## config.mk

```make
export PLATFORM = sky130hd
export DESIGN_NAME = xmodem_crc_receiver_core
export DESIGN_NICKNAME = d
export VERILOG_FILES = /design/src/hdl/xcr_pkg.sv /design/src/hdl/xcr_engine.sv /design/src/hdl/xcr_result_queue.sv /design/src/hdl/xmodem_crc_receiver_core.sv
export SDC_FILE = /design/constraint.sdc
export NUM_CORES = 1
export LEC_CHECK = 0
export BUFFER_PORTS_ARGS = -buffer_cell sky130_fd_sc_hd__buf_2
export CAP_MARGIN = 20
export CORE_MARGIN = 4
export CORE_UTILIZATION = 50
export DETAILED_ROUTE_END_ITERATION = 10
export GPL_TIMING_DRIVEN = 0
export PLACE_DENSITY = 0.66
export SYNTH_ARGS = -nofsm -noshare
export SYNTH_HDL_FRONTEND = slang
export SYNTH_SLANG_ARGS = --single-unit
```

## constraint.sdc

```tcl
create_clock -name i_clk -period 5.64 [get_ports i_clk]
set_clock_uncertainty 0.2 [all_clocks]
set_input_delay 0.564 -clock i_clk [delete_from_list [all_inputs] [get_ports i_clk]]
set_output_delay 0.564 -clock i_clk [all_outputs]
set_load 0.02 [all_outputs]
```

## src/hdl/xcr_pkg.sv

```systemverilog
// ----------------------------------------------------------------------------
// XMODEM-CRC receiver package
// Shared constants, result types and the byte-wide CRC-16 update.
// ----------------------------------------------------------------------------
package xcr_pkg;

    localparam int PAYLOAD_BYTES = 128;
    localparam int HDR_BYTES     = 3;
    localparam int QUEUE_DEPTH   = 2;

    localparam logic [7:0]  POS_CRC_HI = 8'(HDR_BYTES + PAYLOAD_BYTES);
    localparam logic [7:0]  POS_FIRST  = 8'(HDR_BYTES);

    localparam logic [7:0]  SOH_BYTE = 8'h01;
    localparam logic [7:0]  EOT_BYTE = 8'h04;
    localparam logic [7:0]  ACK_BYTE = 8'h06;
    localparam logic [7:0]  NAK_BYTE = 8'h15;
    localparam logic [7:0]  CAN_BYTE = 8'h18;
    localparam logic [7:0]  C_BYTE   = 8'h43;

    localparam logic [15:0] CRC_POLY      = 16'h1021;
    localparam logic [15:0] TIMEOUT_RESET = 16'd3000;

    typedef enum logic [1:0] {
        MODE_START   = 2'd0,
        MODE_BYTE    = 2'd1,
        MODE_TICK    = 2'd2,
        MODE_VERDICT = 2'd3
    } t_mode;

    typedef enum logic [1:0] {
        KIND_REPLY    = 2'd0,
        KIND_PAYLOAD  = 2'd1,
        KIND_READY    = 2'd2,
        KIND_FINISHED = 2'd3
    } t_kind;

    localparam logic [1:0] VERDICT_NEXT   = 2'd0;
    localparam logic [1:0] VERDICT_REPEAT = 2'd1;

    localparam logic STATUS_OK      = 1'b0;
    localparam logic STATUS_TIMEOUT = 1'b1;

    typedef struct packed {
        t_kind       kind;
        logic [7:0]  tx_byte;
        logic [7:0]  payload_byte;
        logic [6:0]  payload_index;
        logic        finish_status;
    } t_result;

    // Up to three results caused by one request, in order from index 0.
    typedef struct packed {
        logic [1:0]    count;
        t_result [2:0] res;
    } t_bundle;

    function automatic logic [15:0] crc_byte(input logic [15:0] crc, input logic [7:0] b);
        logic [15:0] c;
        c = crc ^ {b, 8'h00};
        for (int i = 0; i < 8; i++) begin
            c = c[15] ? ({c[14:0], 1'b0} ^ CRC_POLY) : {c[14:0], 1'b0};
        end
        return c;
    endfunction

endpackage

```

## src/hdl/xcr_engine.sv

```systemverilog
// ----------------------------------------------------------------------------
// XMODEM-CRC receiver protocol engine
// Holds the transfer state and turns one request into its result bundle.
// ----------------------------------------------------------------------------
module xcr_engine (
    input  logic                 i_clk,
    input  logic                 i_rst_n,
    input  logic                 i_take,
    input  logic [1:0]           i_mode,
    input  logic [7:0]           i_rx_byte,
    input  logic [1:0]           i_verdict,
    input  logic [15:0]          i_timeout_limit,
    output xcr_pkg::t_bundle     o_bundle
);

    logic        r_active,  n_active;
    logic [7:0]  r_pos,     n_pos;
    logic [7:0]  r_exp_seq, n_exp_seq;
    logic        r_hdr_ok,  n_hdr_ok;
    logic [7:0]  r_rx_seq,  n_rx_seq;
    logic [15:0] r_crc,     n_crc;
    logic [7:0]  r_crc_hi,  n_crc_hi;
    logic        r_eot_seen, n_eot_seen;
    logic        r_await,   n_await;
    logic [15:0] r_idle,    n_idle;

    xcr_pkg::t_mode mode;

    assign mode = xcr_pkg::t_mode'(i_mode);

    always_comb begin
        n_active   = r_active;
        n_pos      = r_pos;
        n_exp_seq  = r_exp_seq;
        n_hdr_ok   = r_hdr_ok;
        n_rx_seq   = r_rx_seq;
        n_crc      = r_crc;
        n_crc_hi   = r_crc_hi;
        n_eot_seen = r_eot_seen;
        n_await    = r_await;
        n_idle     = r_idle;
        o_bundle   = '0;

        unique case (mode)
            xcr_pkg::MODE_START: begin
                n_active   = 1'b1;
                n_pos      = 8'd0;
                n_exp_seq  = 8'd1;
                n_hdr_ok   = 1'b0;
                n_eot_seen = 1'b0;
                n_await    = 1'b0;
                n_idle     = 16'd0;
                o_bundle.count          = 2'd1;
                o_bundle.res[0].kind    = xcr_pkg::KIND_REPLY;
                o_bundle.res[0].tx_byte = xcr_pkg::C_BYTE;
            end
            xcr_pkg::MODE_BYTE: begin
                if (r_active && !r_await) begin
                    n_idle = 16'd0;
                    if (r_pos == 8'd0 && i_rx_byte == xcr_pkg::EOT_BYTE) begin
                        o_bundle.res[0].kind    = xcr_pkg::KIND_REPLY;
                        o_bundle.res[0].tx_byte = xcr_pkg::ACK_BYTE;
                        if (!r_eot_seen) begin
                            n_eot_seen     = 1'b1;
                            o_bundle.count = 2'd1;
                        end else begin
                            n_eot_seen     = 1'b0;
                            n_active       = 1'b0;
                            n_pos          = 8'd0;
                            n_await        = 1'b0;
                            o_bundle.count = 2'd3;
                            o_bundle.res[1].kind          = xcr_pkg::KIND_REPLY;
                            o_bundle.res[1].tx_byte       = xcr_pkg::ACK_BYTE;
                            o_bundle.res[2].kind          = xcr_pkg::KIND_FINISHED;
                            o_bundle.res[2].finish_status = xcr_pkg::STATUS_OK;
                        end
                    end else if (r_pos == 8'd0) begin
                        n_hdr_ok = (i_rx_byte == xcr_pkg::SOH_BYTE);
                        n_crc    = 16'd0;
                        n_pos    = 8'd1;
                    end else if (r_pos == 8'd1) begin
                        n_rx_seq = i_rx_byte;
                        n_hdr_ok = r_hdr_ok && (i_rx_byte == r_exp_seq);
                        n_pos    = 8'd2;
                    end else if (r_pos == 8'd2) begin
                        n_hdr_ok = r_hdr_ok && (i_rx_byte == ~r_rx_seq);
                        n_pos    = 8'd3;
                    end else if (r_pos < xcr_pkg::POS_CRC_HI) begin
                        n_crc = xcr_pkg::crc_byte(r_crc, i_rx_byte);
                        n_pos = r_pos + 8'd1;
                        o_bundle.count                = 2'd1;
                        o_bundle.res[0].kind          = xcr_pkg::KIND_PAYLOAD;
                        o_bundle.res[0].payload_byte  = i_rx_byte;
                        o_bundle.res[0].payload_index = 7'(r_pos - xcr_pkg::POS_FIRST);
                    end else if (r_pos == xcr_pkg::POS_CRC_HI) begin
                        n_crc_hi = i_rx_byte;
                        n_pos    = r_pos + 8'd1;
                    end else begin
                        n_pos          = 8'd0;
                        o_bundle.count = 2'd1;
                        if (!r_hdr_ok) begin
                            o_bundle.res[0].kind    = xcr_pkg::KIND_REPLY;
                            o_bundle.res[0].tx_byte = xcr_pkg::CAN_BYTE;
                        end else if ({r_crc_hi, i_rx_byte} != r_crc) begin
                            o_bundle.res[0].kind    = xcr_pkg::KIND_REPLY;
                            o_bundle.res[0].tx_byte = xcr_pkg::NAK_BYTE;
                        end else begin
                            n_await              = 1'b1;
                            o_bundle.res[0].kind = xcr_pkg::KIND_READY;
                        end
                    end
                end
            end
            xcr_pkg::MODE_TICK: begin
                if (r_active && !r_await) begin
                    if (r_idle >= i_timeout_limit) begin
                        n_active = 1'b0;
                        n_pos    = 8'd0;
                        n_await  = 1'b0;
                        n_idle   = 16'd0;
                        o_bundle.count                = 2'd1;
                        o_bundle.res[0].kind          = xcr_pkg::KIND_FINISHED;
                        o_bundle.res[0].finish_status = xcr_pkg::STATUS_TIMEOUT;
                    end else begin
                        n_idle = r_idle + 16'd1;
                    end
                end
            end
            xcr_pkg::MODE_VERDICT: begin
                if (r_active && r_await) begin
                    n_await              = 1'b0;
                    o_bundle.count       = 2'd1;
                    o_bundle.res[0].kind = xcr_pkg::KIND_REPLY;
                    case (i_verdict)
                        xcr_pkg::VERDICT_NEXT: begin
                            n_exp_seq               = r_exp_seq + 8'd1;
                            o_bundle.res[0].tx_byte = xcr_pkg::ACK_BYTE;
                        end
                        xcr_pkg::VERDICT_REPEAT: begin
                            o_bundle.res[0].tx_byte = xcr_pkg::NAK_BYTE;
                        end
                        default: begin
                            o_bundle.res[0].tx_byte = xcr_pkg::CAN_BYTE;
                        end
                    endcase
                end
            end
            default: begin
                n_active = r_active;
            end
        endcase
    end

    always_ff @(posedge i_clk) begin
        if (!i_rst_n) begin
            r_active   <= 1'b0;
            r_pos      <= 8'd0;
            r_exp_seq  <= 8'd1;
            r_hdr_ok   <= 1'b0;
            r_rx_seq   <= 8'd0;
            r_crc      <= 16'd0;
            r_crc_hi   <= 8'd0;
            r_eot_seen <= 1'b0;
            r_await    <= 1'b0;
            r_idle     <= 16'd0;
        end else if (i_take) begin
            r_active   <= n_active;
            r_pos      <= n_pos;
            r_exp_seq  <= n_exp_seq;
            r_hdr_ok   <= n_hdr_ok;
            r_rx_seq   <= n_rx_seq;
            r_crc      <= n_crc;
            r_crc_hi   <= n_crc_hi;
            r_eot_seen <= n_eot_seen;
            r_await    <= n_await;
            r_idle     <= n_idle;
        end
    end

endmodule

```

## src/hdl/xcr_result_queue.sv

```systemverilog
// ----------------------------------------------------------------------------
// XMODEM-CRC receiver result queue
// Holds result bundles and hands their results out one per transfer.
// ----------------------------------------------------------------------------
module xcr_result_queue #(
    parameter int DEPTH = xcr_pkg::QUEUE_DEPTH
) (
    input  logic                 i_clk,
    input  logic                 i_rst_n,
    input  logic                 i_push,
    input  xcr_pkg::t_bundle     i_bundle,
    output logic                 o_full,
    output logic                 o_valid,
    input  logic                 i_stall,
    output xcr_pkg::t_result     o_result,
    output logic                 o_last
);

    localparam int PTR_W = (DEPTH > 1) ? $clog2(DEPTH) : 1;
    localparam int CNT_W = $clog2(DEPTH + 1);

    xcr_pkg::t_bundle r_mem [DEPTH];
    logic [PTR_W-1:0] r_wr_ptr, n_wr_ptr;
    logic [PTR_W-1:0] r_rd_ptr, n_rd_ptr;
    logic [CNT_W-1:0] r_count,  n_count;
    logic [1:0]       r_sub,    n_sub;

    xcr_pkg::t_bundle head;
    logic             pop_res;
    logic             pop_bundle;

    assign head       = r_mem[r_rd_ptr];
    assign o_valid    = (r_count != '0);
    assign o_full     = (r_count == CNT_W'(DEPTH));
    assign o_result   = head.res[r_sub];
    assign o_last     = (r_sub == head.count - 2'd1);
    assign pop_res    = o_valid && !i_stall;
    assign pop_bundle = pop_res && o_last;

    always_comb begin
        n_wr_ptr = r_wr_ptr;
        n_rd_ptr = r_rd_ptr;
        n_count  = r_count;
        n_sub    = r_sub;
        if (i_push) begin
            n_wr_ptr = (r_wr_ptr == PTR_W'(DEPTH - 1)) ? '0 : r_wr_ptr + PTR_W'(1);
        end
        if (pop_res) begin
            n_sub = pop_bundle ? 2'd0 : r_sub + 2'd1;
        end
        if (pop_bundle) begin
            n_rd_ptr = (r_rd_ptr == PTR_W'(DEPTH - 1)) ? '0 : r_rd_ptr + PTR_W'(1);
        end
        case ({i_push, pop_bundle})
            2'b10:   n_count = r_count + CNT_W'(1);
            2'b01:   n_count = r_count - CNT_W'(1);
            default: n_count = r_count;
        endcase
    end

    always_ff @(posedge i_clk) begin
        if (!i_rst_n) begin
            r_wr_ptr <= '0;
            r_rd_ptr <= '0;
            r_count  <= '0;
            r_sub    <= 2'd0;
        end else begin
            r_wr_ptr <= n_wr_ptr;
            r_rd_ptr <= n_rd_ptr;
            r_count  <= n_count;
            r_sub    <= n_sub;
        end
    end

    always_ff @(posedge i_clk) begin
        if (i_push) begin
            r_mem[r_wr_ptr] <= i_bundle;
        end
    end

endmodule

```

## src/hdl/xmodem_crc_receiver_core.sv

```systemverilog
// ----------------------------------------------------------------------------
// XMODEM-CRC receiver core
// Receives XMODEM-CRC frames, streams payload bytes and produces replies.
// ----------------------------------------------------------------------------
//  Channel   Direction  Handshake           Payload
//  request   in         i_valid / o_stall   i_mode, i_rx_byte, i_verdict
//  result    out        o_valid / i_stall   o_kind, o_tx_byte, o_payload_byte,
//                                           o_payload_index, o_finish_status, o_last
//  config    in         i_cfg_valid / o_cfg_ready  i_cfg_data (timeout limit)
//
//  A request is taken in every cycle while the result queue has a free slot.
//  Each request's results are registered in the result queue and leave it in
//  order; a request with three results (the second EOT) hands them out in turn.
//  The queue holds QUEUE_DEPTH result bundles; o_stall rises when it is full.
//  Reset is synchronous and active low; the timeout limit resets to 3000.
// ----------------------------------------------------------------------------
module xmodem_crc_receiver_core #(
    parameter int QUEUE_DEPTH = xcr_pkg::QUEUE_DEPTH
) (
    input  logic        i_clk,
    input  logic        i_rst_n,
    input  logic        i_valid,
    output logic        o_stall,
    input  logic [1:0]  i_mode,
    input  logic [7:0]  i_rx_byte,
    input  logic [1:0]  i_verdict,
    output logic        o_valid,
    input  logic        i_stall,
    output logic [1:0]  o_kind,
    output logic [7:0]  o_tx_byte,
    output logic [7:0]  o_payload_byte,
    output logic [6:0]  o_payload_index,
    output logic        o_finish_status,
    output logic        o_last,
    input  logic        i_cfg_valid,
    output logic        o_cfg_ready,
    input  logic [15:0] i_cfg_data
);

    logic [15:0]      r_timeout_limit;
    logic             take;
    logic             full;
    xcr_pkg::t_bundle bundle;
    xcr_pkg::t_result result;

    assign o_cfg_ready = 1'b1;
    assign o_stall     = full;
    assign take        = i_valid && !full;

    always_ff @(posedge i_clk) begin
        if (!i_rst_n) begin
            r_timeout_limit <= xcr_pkg::TIMEOUT_RESET;
        end else if (i_cfg_valid && o_cfg_ready) begin
            r_timeout_limit <= i_cfg_data;
        end
    end

    xcr_engine u_engine (
        .i_clk           (i_clk),
        .i_rst_n         (i_rst_n),
        .i_take          (take),
        .i_mode          (i_mode),
        .i_rx_byte       (i_rx_byte),
        .i_verdict       (i_verdict),
        .i_timeout_limit (r_timeout_limit),
        .o_bundle        (bundle)
    );

    xcr_result_queue #(
        .DEPTH (QUEUE_DEPTH)
    ) u_queue (
        .i_clk    (i_clk),
        .i_rst_n  (i_rst_n),
        .i_push   (take && (bundle.count != 2'd0)),
        .i_bundle (bundle),
        .o_full   (full),
        .o_valid  (o_valid),
        .i_stall  (i_stall),
        .o_result (result),
        .o_last   (o_last)
    );

    assign o_kind          = result.kind;
    assign o_tx_byte       = result.tx_byte;
    assign o_payload_byte  = result.payload_byte;
    assign o_payload_index = result.payload_index;
    assign o_finish_status = result.finish_status;

endmodule

```

==> reports/results.txt, run 1 <==
The flow ran to the end, and the final reports show no timing, DRC or antenna violations. In this run the power density over the cells is 276.8 mW/mm². The share of the Yosys chip area taken by registers is 45.33%. The critical path starts at u_engine.r_pos[2].

The number of failing hold endpoints at the final stage is 0, and the endpoint arrival time on the critical path is 3.60 ns. The synthesized netlist occupies a cell area of 0.007596 mm². Summed over all instances, the cell type with the most area after synthesis is sky130_fd_sc_hd__dfxtp_1. The xor and xnor fraction of the mapped netlist area is 8.417%.

Post-synthesis to final-layout area growth: 15.09%. The tools report the startpoint of the worst hold path as i_cfg_data[3]. The fraction of the mapped netlist area in compound gates came out at 10.71%. Setup violations remaining at the end of the flow were counted as 0. The area of the core is 0.01470 mm², and the number of distinct library cells after synthesis is 60. By area the synthesized netlist is led by sky130_fd_sc_hd__dfxtp_1 (24%), sky130_fd_sc_hd__edfxtp_1 (21%), sky130_fd_sc_hd__mux2i_1 (5.9%), sky130_fd_sc_hd__ha_1 (4.9%), sky130_fd_sc_hd__nor2_1 (4.5%). During synthesis, Yosys emitted a total of 0 warnings.

Number of buffers inserted during clock tree synthesis: 17. The critical path goes through buf_6, nor4_1, nand3_1, o211ai_1, a211oi_1, a21o_1, nor2_2, buf_16. Across all setup checks in the final design, the least slack found is 1.970 ns. The share of synthesized cell area in full adder, half adder and majority cells is 4.942%, and the mean instance size in the synthesized netlist is 9.275 µm².

The actual slew at the worst max-slew pin was 1.064 ns. The routed layout has 6,074 vias. The peak fanout along the critical path is 16, and the leakage power total is 3.312 nW.

Input and output buffers added on the ports amount to 50. The total overflow left after global routing is 0. TritonCTS built the clock tree.

Setup repair after global routing left no endpoint under its margin. At the later pin of the worst-skew pair, clock insertion delay measures 0.43 ns. After clock tree synthesis, the repair step resized 0 gates. The number of pins exceeding their max-slew limit in the final report is 0. The portion of synthesized cell area occupied by the leading cell type came out at 23.98%.

For the finished layout, the period the worst path requires is 3.670 ns. The tools report the critical path required time as 5.57 ns. Synthesis inferred 145 register bits.

The number of nets with antenna violations after detailed routing was 0; the die width was 131.3 µm. The area of the multi-input gates is 0.003801 mm². The number of violations of the max-capacitance limit was 0; the DRC marker count from the first detailed-route iteration was 287. Detailed placement ended at an HPWL of 13,410 µm.

The number of optimization iterations in the first detailed-route pass was 5. For this design, the sink count on the clock tree is 145. The number of antenna diodes was 0; the detail-routed via count per cell was 5.583. The portion of synthesized area spent on multiplexers is 6.523%. Summing internal, switching and leakage power gives 2.420 mW. The combinational family with the most area after synthesis was simple AND/OR/NAND/NOR gates. In this run the post-CTS setup repair buffer count came out at 0. The logs give 17 for the pin count of the biggest net entering global routing and 0 for the initial antenna violation count. The launching element type of the critical path was a flip-flop.

After detailed routing, the number of remaining DRC violations is 0. In the synthesized netlist the dominant register cell turns out to be sky130_fd_sc_hd__dfxtp_1. In this run the critical register-to-register path is launched from u_engine.r_pos[2].

The run gives 29,650 µm as the first-pass GRT wire length. The synthesized design contains 54 enable-type register cells. The clock transition at the registers of the reported paths was 0.06 ns. The master of the slowest instance on the critical path was sky130_fd_sc_hd__nor4_1.

For the final routed database, the setup TNS stands at 0 ns. The global placement routability congestion came out at 0.9567. The filler cells instantiated in the layout total 1,298. The tightest min-delay check is of the in2reg type. The run gives 21.05% as the overall routing resource usage. By startpoint and endpoint, the worst setup path is classified as reg2reg. The largest single stage delay on the critical path is 0.90 ns. Endpoint kind of the worst setup timing path: a flip-flop. For this configuration, the core starts out at a cell density of 51.68%. The final clock period utilization by the worst path was 65.07%; the maximum operating frequency was 272.5 MHz. The level count of the clock H-tree was 4.

During I/O placement, the number of pins put on the boundary was 63. Synthesis produced 819 cells. The total wire length was 18,200 µm.

The wire length per cell after detailed routing works out to 16.73 µm. Buffers inserted to repair hold after CTS numbered 0. The die is 131.3 µm tall.

The cell sitting at the root of the clock tree is a sky130_fd_sc_hd__clkbuf_16. The number of global-route vias before repair is 5,977, and the cell row count is 44. The logs give 954 for the net count of the finished layout and 28.38% for the relative max-transition margin. The simple-gate share of the synthesized area was 19.24%. The die covers 0.01723 mm².

Of all flip-flops after synthesis, the portion carrying an async set or reset was 0%. In the final layout, the share of cells above drive strength 1 is 12.39%. The final core utilization is 59.47%. The post-place setup slack is 2.017 ns, and the buffer levels on the longest clock path is 2.

The run gives 0.2201 mV as the peak supply drop. Across the whole layout, storage elements account for 0.003443 mm².
[critical path: cells and delay by family (launching register included)]
family / cells / cell delay (ns)
and+or+nand+nor: 3 / 1.81
DFF: 1 / 0.30
AOI/OAI and AO/OA: 3 / 0.68
buffers and inverters: 2 / 0.36
[cell type report]
type,count,share of cell area [%]
Tap cell,184,2.633
Multi-Input combinational cell,591,43.48
Inverter,34,1.460
Clock inverter,7,0.8015
Clock buffer,25,6.083
Timing Repair Buffer,52,3.492
Buffer,50,2.662
Sequential cell,145,39.39
[cells in the final DEF (no fill, tap or decap), types with 22 or more instances in the layout]
cell type / Yosys / layout
sky130_fd_sc_hd__buf_2: 3 / 53
sky130_fd_sc_hd__nor3_1: 22 / 22
sky130_fd_sc_hd__mux2i_1: 45 / 45
sky130_fd_sc_hd__nand3_1: 31 / 31
sky130_fd_sc_hd__o21ai_0: 30 / 30
sky130_fd_sc_hd__inv_1: 33 / 33
sky130_fd_sc_hd__xnor2_1: 35 / 35
sky130_fd_sc_hd__a21oi_1: 47 / 47
sky130_fd_sc_hd__dfxtp_1: 91 / 91
sky130_fd_sc_hd__nand2_1: 77 / 77
sky130_fd_sc_hd__xor2_1: 38 / 38
sky130_fd_sc_hd__clkbuf_1: 34 / 36
sky130_fd_sc_hd__nor2_1: 92 / 90
sky130_fd_sc_hd__edfxtp_1: 54 / 54
sky130_fd_sc_hd__ha_1: 30 / 30
[worst paths after layout]
| kind | endpoint | slack (ns) | depth (start not counted) |
|---|---|---|---|
| hold / removal | r_timeout_limit[3] | 0.15 | 3 |
| setup / recovery | u_queue.r_mem[1][14] | 1.97 | 8 |
| setup reg to reg | u_queue.r_mem[1][14] | 1.97 | 8 |
| hold reg to reg | u_engine.r_rx_seq[0] | 0.26 | 2 |
[per-layer routing]
metal  track usage, %  wire, µm  vias up
met5                0         0        -
li1                 -         -     3007
met3            4.205       792       33
met1            26.70      8228     2883
met2            35.43      8755      151
met4            8.518       422        0
[synth_stat cells, drive strengths merged (2+ instances only)]
master and number:
o21ai 33, o21a 5, o211ai 10, a31oi 4
and3 9, nor4 12, a211oi 2, nand3 31
or4 2, a21o 6, a21oi 47, conb 2
or2 8, nand2b 5, a221oi 2, a21boi 3
nor3b 2, mux2 4, mux2i 45, clkbuf 34
xnor2 35, nand4 14, o31ai 2, xor2 38
dfxtp 91, edfxtp 54, nand2 77, nor2 92
nor3 22, nand4b 3, ha 30, inv 34
buf 16, and2 11, a32oi 5, or3 12
[per-stage QoR]
step | std cells | hold slack, ns | instance area (µm²)
final | 1088 | 0.1461 | 8742
after detailed placement | 1056 | 0.2487 | 8140
after global placement | 1054 | 0.2338 | 8080
after floorplan | 820 | 0.2280 | 7600
after global routing | 1088 | 0.1500 | 8742
after CTS | 1088 | 0.1362 | 8742
[registers in the layout, summed over array words and instances (netlist names), named ones only]
| signal | flops |
|---|---|
| u_queue.r_mem | 54 |
| r_timeout_limit | 16 |
| u_engine.r_crc | 16 |
| u_engine.r_idle | 16 |
| u_engine.r_crc_hi | 8 |
| u_engine.r_exp_seq | 8 |
| u_engine.r_pos | 8 |
| u_engine.r_rx_seq | 8 |
| u_queue.r_count | 2 |
| u_queue.r_sub | 2 |
| u_engine.r_active | 1 |
| u_engine.r_await | 1 |
| u_engine.r_eot_seen | 1 |
| u_engine.r_hdr_ok | 1 |
| u_queue.r_rd_ptr | 1 |
| u_queue.r_wr_ptr | 1 |
[power by group]
part | total [mW] | internal [mW] | switching (mW)
clock network | 1.12 | 0.699 | 0.425
logic | 0.190 | 0.0664 | 0.124
registers | 1.11 | 1.10 | 0.00774
[cell families (layout without fill, tap and decap cells)]
logic type      count (synthesis)  after routing
simple gates                  305            305
flops                         145            145
compound gates                131            131
buf+inv                        84            168
xor+xnor                       73             73
mux                            49             49
fa+ha+maj                      30             30
other cells                     2              3
No activity file was read; power rests on OpenSTA's default activity.
==> run 2, diff against run 1 <==
==> constraint.sdc (replaced) <==
create_clock -name i_clk -period 3.4 [get_ports i_clk]
set_clock_uncertainty 0.2 [all_clocks]
set_input_delay 0.34 -clock i_clk [delete_from_list [all_inputs] [get_ports i_clk]]
set_output_delay 0.34 -clock i_clk [all_outputs]
set_load 0.02 [all_outputs]
==> reports/results.txt, run 2 (same netlist as run 1, synthesis figures left out) <==
The number of global-route vias before repair is 6,075 (+1.6%), and the peak supply drop is 0.3658 mV (+66%). The run gives 3.104 mW (+67%) as the internal portion of total power. The master of the slowest instance on the critical path was sky130_fd_sc_hd__dfxtp_1. For the buffer levels on the longest clock path, the log shows 2 (unchanged). The endpoint arrival time on the critical path is 3.43 ns (-0.17 ns). For the placed instance count, the log shows 1,056 (unchanged). CTS sink count: 145 (unchanged). The logs give 0.9322 mW (+67%) for the net switching power of the design and 0 (unchanged) for the number of nets with antenna violations after detailed routing. The final clock period utilization by the worst path was 96.53% (+31 points); the post-CTS setup buffer count was 0 (unchanged). The number of optimization iterations in the first detailed-route pass is 4 (-1). The leakage power total was 3.383 nW (+2.1%); the first-pass GRT wire length was 30,130 µm (+1.6%). The tools report the net count of the finished layout as 969 (+1.6%). Root buffer selected by CTS: sky130_fd_sc_hd__clkbuf_16. The final core utilization came out at 60.80% (+1.3 points).

Number of buffers inserted during clock tree synthesis: 17 (unchanged). u_queue.r_mem holds more flip-flops than any other register. Compared with the post-synthesis result, the final layout area differs by 17.66%. The type of the setup path with the least slack was reg2reg. STA classifies the critical path startpoint as a flip-flop. The number of non-filler instances in the completed layout was 1,103 (+1.4%); the placed wire-length estimate after detailed placement was 13,410 µm (unchanged). The area of the core was 0.01470 mm² (unchanged). The clock transition at the registers of the reported paths is 0.06 ns (about the same).

The tools report the pin count of the biggest net entering global routing as 17 (unchanged). TritonCTS built the clock tree. The relative max-transition margin was 40.63% (+12 points); the effective utilization at floorplan was 51.68% (unchanged). The power after layout came out at 4.036 mW (+67%). The worst hold path belongs to the class in2reg.

The number of violations of the max-capacitance limit came out at 0 (unchanged). The most common cell after layout, fill and taps aside was sky130_fd_sc_hd__dfxtp_1. The share of power burned in the clock network is 46.3% (-0.2 points), and the worst slack on hold paths is 0.09617 ns (-0.04995 ns).

For the total wire length, the log shows 18,300 µm (+0.57%). The DRC violations left was 0 (unchanged). The logs give 0 (unchanged) for the number of pins exceeding their max-slew limit in the final report and 44 (unchanged) for the cell row count. In this design, the largest share of critical-path delay is due to compound AO/OA/AOI/OAI gates.

The detail-routed via count per cell came out at 5.580 (about the same). The die width came out at 131.3 µm (unchanged). The power per cell area came out at 451.6 mW/mm² (+63%). The library cells used most frequently in the layout, excluding fill and tap cells, are sky130_fd_sc_hd__dfxtp_1 (91), sky130_fd_sc_hd__nor2_1 (90), sky130_fd_sc_hd__nand2_1 (77), sky130_fd_sc_hd__edfxtp_1 (54), sky130_fd_sc_hd__buf_2 (53). The number of inserted filler cells in the final layout was 1,276 (-1.7%); the initial antenna violation count was 0 (unchanged).

The critical path required time was 3.55 ns (-2.02 ns). Setup repair after global routing left no endpoint under its margin. The proportion of total power due to net switching was 23.09% (+0.082 points); the post-place setup slack was -0.2230 ns (-2.240 ns). The count of buffers inserted at the top-level ports works out to 50 (unchanged). Maximum operating frequency: 304.7 MHz (+12%).

The final critical-path setup slack was 0.1181 ns (-1.852 ns). The number of buffer and inverter instances along the worst setup path was 0 (-2). The layout cell share with drive strength beyond 1 is 12.84% (+0.45 points). Traced cell by cell, the critical path runs through ha_1, o21ai_0, a2111o_1, o32a_1, a21o_1, a21o_2, ha_1, or3_1, a21oi_1. The count of vias placed by the detailed router came out at 6,155 (+1.3%). The final critical-path required period was 3.282 ns (-0.3882 ns). The vertical die dimension was 131.3 µm (unchanged); the DRC marker count from the first detailed-route iteration was 294 (+2.4%).

The power share of the combinational group is 8.3% (+0.4 points), and the peak fanout along the critical path is 6 (-10). Total non-filler cell area in the finished layout: 0.008937 mm² (+2.2%). The level count of the clock H-tree came out at 4 (unchanged). The number of flip-flops in the largest register was 54 (unchanged). The accumulated negative setup slack is 0 ns (unchanged). Total of endpoints with negative setup slack in the final report: 0 (unchanged).

The run finished with clean final reports. The actual slew at the worst max-slew pin was 0.8838 ns (-0.1807 ns). The sequential share of power was 45.4% (-0.3 points); the clock insertion delay at the later pin of the skew report was 0.43 ns (about the same).

The number of failing hold endpoints at the final stage was 0 (unchanged). The tools report the endpoint kind of the worst setup timing path as a flip-flop. The wire length per cell after detailed routing came out at 16.59 µm (-0.80%). In this design, the critical path's most frequently occurring cell is sky130_fd_sc_hd__ha_1. The overall routing resource usage is 21.39% (+0.34 points). The placement-stage cell area came out at 0.008140 mm² (unchanged). The largest stage delay on the critical path is 0.44 ns (-0.46 ns), and the global placement routability congestion is 0.9567 (unchanged).

The tools report the number of antenna diodes as 0 (unchanged). The tools report the I/O pin total as 63 (unchanged). The tools report the overflow left after global routing as 0 (unchanged).

The run gives 0.01723 mm² (unchanged) as the die footprint.
## run 2: timing repair
action / in CTS / in global routing
endpoints found under the setup margin: 55 / 54
resized for setup: 3 / 6
endpoints found under the hold margin: 16 / 0
hold buffers: 16 / 0
## run 2: layer usage
layer | routed length, µm | global-route usage, % | vias to the layer above
met1 | 8152 | 26.90 | 2905
met4 | 466 | 8.576 | 0
li1 | - | - | 3041
met5 | 0 | 0 | -
met2 | 8872 | 36.38 | 169
met3 | 811 | 4.205 | 40
## run 2: power groups by stage
stage / Sequential [mW] / Combinational [mW] / Clock, mW
floorplan: 1.87 / 0.214 / 0
global placement: 1.87 / 0.304 / 0
detailed placement: 1.87 / 0.313 / 0
CTS: 1.83 / 0.330 / 1.90
global route: 1.84 / 0.367 / 1.97
finish: 1.83 / 0.334 / 1.87
## run 2: final cells by class
type / instances / area, µm² / area share (%)
clock inverters: 7 / 70.07 / 0.7840
well taps: 184 / 230.2 / 2.576
flip-flops and latches: 145 / 3443 / 38.53
multi-input cells: 591 / 3840 / 42.97
plain buffers: 49 / 229.0 / 2.562
inverters: 34 / 127.6 / 1.428
repair buffers: 68 / 465.4 / 5.208
clock buffers: 25 / 531.8 / 5.950
## run 2: worst paths after layout
kind,from,end,slack [ns],cells past startpoint
setup / recovery,u_engine.r_idle[2],u_queue.r_count[1],0.12,9
hold / removal,i_rx_byte[0],u_engine.r_rx_seq[0],0.1,3
setup reg to reg,u_engine.r_idle[2],u_queue.r_count[1],0.12,9
hold reg to reg,u_engine.r_rx_seq[0],u_engine.r_rx_seq[0],0.26,2
## run 2: worst reg2reg max path: stages (launching register included)
cell and delay (ns):
sky130_fd_sc_hd__dfxtp_1 0.44, sky130_fd_sc_hd__ha_1 0.23, sky130_fd_sc_hd__o21ai_0 0.12, sky130_fd_sc_hd__a2111o_1 0.42, sky130_fd_sc_hd__o32a_1 0.35, sky130_fd_sc_hd__a21o_1 0.29
sky130_fd_sc_hd__a21o_2 0.31, sky130_fd_sc_hd__ha_1 0.33, sky130_fd_sc_hd__or3_1 0.38, sky130_fd_sc_hd__a21oi_1 0.15
==> run 3, diff against run 2 <==
--- a/config.mk
+++ b/config.mk
@@ -7,6 +7,7 @@
 export LEC_CHECK = 0
 export BUFFER_PORTS_ARGS = -buffer_cell sky130_fd_sc_hd__buf_2
 export CAP_MARGIN = 20
+export CORE_ASPECT_RATIO = 2
 export CORE_MARGIN = 4
 export CORE_UTILIZATION = 50
 export DETAILED_ROUTE_END_ITERATION = 10
==> reports/results.txt, run 3 (same netlist as run 1, synthesis figures left out) <==
The die width was 95.16 µm (-28%). The run gives 349 (+19%) as the DRC marker count from the first detailed-route iteration. The power per cell area came out at 447.8 mW/mm² (-0.85%).

For the level count of the clock H-tree, the log shows 4 (unchanged). The placed wire-length estimate after detailed placement was 14,830 µm (+11%). The tools report the overflow left after global routing as 0 (unchanged). Leaving out fill and tap cells, the most frequent cells in the layout are sky130_fd_sc_hd__dfxtp_1 (91), sky130_fd_sc_hd__nor2_1 (89), sky130_fd_sc_hd__nand2_1 (77), sky130_fd_sc_hd__buf_2 (54), sky130_fd_sc_hd__edfxtp_1 (54).

The actual slew at the worst max-slew pin was 0.9282 ns (+0.04443 ns). Count of buffers inserted at the top-level ports: 50 (unchanged). The tools report the count of vias placed by the detailed router as 6,315 (+2.6%).

The worst setup path is captured at a flip-flop. For the pin count of the biggest net entering global routing, the log shows 19 (+2). CTS sink count: 145 (unchanged). The detail-routed via count per cell works out to 5.659 (+1.4%). The worst hold path belongs to the class in2reg. Setup repair after global routing could not meet its margin everywhere.

The tools report the area of the core as 0.01490 mm² (+1.4%). The overall routing resource usage was 23.73% (+2.3 points). The placed instance count was 1,067 (+1.0%). The number of flip-flops in the largest register was 54 (unchanged).

The tools report the peak supply drop as 0.3862 mV (+5.6%). The tools report the effective utilization at floorplan as 50.99% (-0.69 points). The type of the setup path with the least slack is reg2reg. The cell row count is 63 (+43%). The startpoint of the worst hold path is i_rx_byte[0]. TritonCTS built the clock tree.

Die footprint: 0.01735 mm² (+0.70%). The accumulated negative setup slack is 0 ns (unchanged). For the global placement routability congestion, the log shows 0.9561 (about the same). The worst setup path is launched from a flip-flop. The wire length per cell after detailed routing was 17.75 µm (+7.0%). The number of global-route vias before repair was 6,538 (+7.6%).

The tools report the critical path required time as 3.32 ns (-0.23 ns). The run finished with clean final reports. The cell family contributing the most delay on the critical path was compound AO/OA/AOI/OAI gates. The number of buffer and inverter instances along the worst setup path was 2 (+2); the net count of the finished layout was 971 (+0.21%).

The clock transition at the registers of the reported paths was 0.06 ns (about the same); the post-synthesis to final-layout area growth was 17.10%. Relative max-transition margin: 37.65% (-3.0 points). The vertical die dimension was 182.3 µm (+39%). The tools report the maximum operating frequency as 297.5 MHz (-2.4%). The tools report the number of pins exceeding their max-slew limit in the final report as 0 (unchanged).

The leakage power total was 3.362 nW (-0.61%). The first-pass GRT wire length is 31,700 µm (+5.2%). The number of nets with antenna violations after detailed routing is 0 (unchanged). On the critical path, the stage with the largest delay is an instance of sky130_fd_sc_hd__nor2_2. The number of optimization iterations in the first detailed-route pass is 7 (+3), and the buffer levels on the longest clock path is 2 (unchanged). Tracing the worst setup path back leads to its startpoint at r_timeout_limit[15]. The logs give 0 (unchanged) for the number of violations of the max-capacitance limit and 0 (unchanged) for the initial antenna violation count.

Layout cell share with drive strength beyond 1: 13.25% (+0.41 points). The tools report the number of buffers inserted during clock tree synthesis as 17 (unchanged). In this run the critical register-to-register path is launched from r_timeout_limit[15]. Peak fanout along the critical path: 18 (+12). The final clock period utilization by the worst path works out to 98.87% (+2.3 points).

The total of endpoints with negative setup slack in the final report is 0 (unchanged), and the clock insertion delay at the later pin of the skew report is 0.42 ns (about the same). The endpoint arrival time on the critical path is 3.28 ns (-0.15 ns), and the number of antenna diodes is 0 (unchanged). The library cell used most frequently in the layout, excluding fill and tap cells, is sky130_fd_sc_hd__dfxtp_1. The total wire length is 19,810 µm (+8.2%), and the number of non-filler instances in the completed layout is 1,116 (+1.2%). The root buffer selected by CTS is sky130_fd_sc_hd__clkbuf_16. The I/O pin total was 63 (unchanged).

The signal on the critical path passes through inv_1, ha_1, nand3_1, a2111o_1, o32a_1, a21o_1, a21o_2, nor2_2, buf_8. The largest stage delay on the critical path was 0.45 ns (about the same). The final critical-path required period is 3.361 ns (+0.07951 ns), and the number of failing hold endpoints at the final stage is 0 (unchanged). For the DRC violations left, the log shows 0 (unchanged). The register containing the most flip-flops in the final layout was u_queue.r_mem.
[run 3: changes by cell type in the layout (fill, tap and decap cells not counted), moves of 2 or more]
cell                        previous run  this run
sky130_fd_sc_hd__buf_8                 0         2
sky130_fd_sc_hd__clkbuf_1             35        33
sky130_fd_sc_hd__inv_6                 0         7
sky130_fd_sc_hd__clkinv_2              3         1
sky130_fd_sc_hd__nor2_4                2         0
sky130_fd_sc_hd__nor2_2                0         3
sky130_fd_sc_hd__clkbuf_8              3         0
sky130_fd_sc_hd__clkbuf_16            19        17
sky130_fd_sc_hd__buf_16                2         0
[run 3: final timing paths]
path	cells after the start	to	slack, ns
worst max-delay path	9	u_queue.r_mem[1][10]	0.04
worst min-delay path	3	u_engine.r_rx_seq[0]	0.09
worst max register to register	9	u_queue.r_mem[1][10]	0.04
worst min register to register	2	u_engine.r_rx_seq[2]	0.25
[run 3: final cells by class]
| type | instances | area, µm² |
|---|---|---|
| buffer | 50 | 234.0 |
| clock buffer | 17 | 425.4 |
| clock inverter | 15 | 148.9 |
| fill | 1280 | 6003 |
| inverter | 34 | 127.6 |
| multi-input combinational | 591 | 3826 |
| sequential | 145 | 3443 |
| tap | 195 | 244.0 |
| timing repair buffer | 69 | 445.4 |
[run 3: worst reg2reg max path: stages, from the launching register on]
cell and delay, ns:
sky130_fd_sc_hd__dfxtp_1 0.33, sky130_fd_sc_hd__inv_1 0.05, sky130_fd_sc_hd__ha_1 0.31, sky130_fd_sc_hd__nand3_1 0.15, sky130_fd_sc_hd__a2111o_1 0.37, sky130_fd_sc_hd__o32a_1 0.36, sky130_fd_sc_hd__a21o_1 0.28, sky130_fd_sc_hd__a21o_2 0.28
sky130_fd_sc_hd__nor2_2 0.45, sky130_fd_sc_hd__buf_8 0.25
[run 3: report_power, final]
part	internal, mW	switching (mW)	total [mW]
logic	0.122	0.214	0.335
clock network	1.03	0.786	1.81
registers	1.82	0.0136	1.83
total	2.97	1.01	3.98
[run 3: stage by stage]
step	utilization, %	hold slack, ns	cell area (µm²)	setup slack [ns]	power (mW)
5_1_grt	59.70	0.09957	8895	-0.1361	4.123
3_5_place_dp	54.56	0.2465	8129	-0.2612	2.188
3_3_place_gp	54.33	0.2389	8094	-1.299	2.179
4_1_cts	59.57	0.08308	8875	0.01600	4.011
6_report	59.70	0.09326	8895	0.03855	3.983
2_1_floorplan	-	0.2280	7600	-0.1909	2.082
[run 3: per-layer routing]
| layer | track usage [%] | wire (µm) |
|---|---|---|
| met4 | 13.19 | 871 |
| met2 | 45.30 | 11160 |
| met3 | 3.878 | 795 |
| met5 | 0 | 0 |
| met1 | 23.01 | 6983 |
[run 3: what timing repair did]
item,in CTS,in global routing
setup endpoints to repair,55,47
pin swaps,0,1
buffers inserted,0,0
hold buffers,16,0
resized for setup,4,4
gates cloned,0,0
endpoints found under the hold margin,16,0
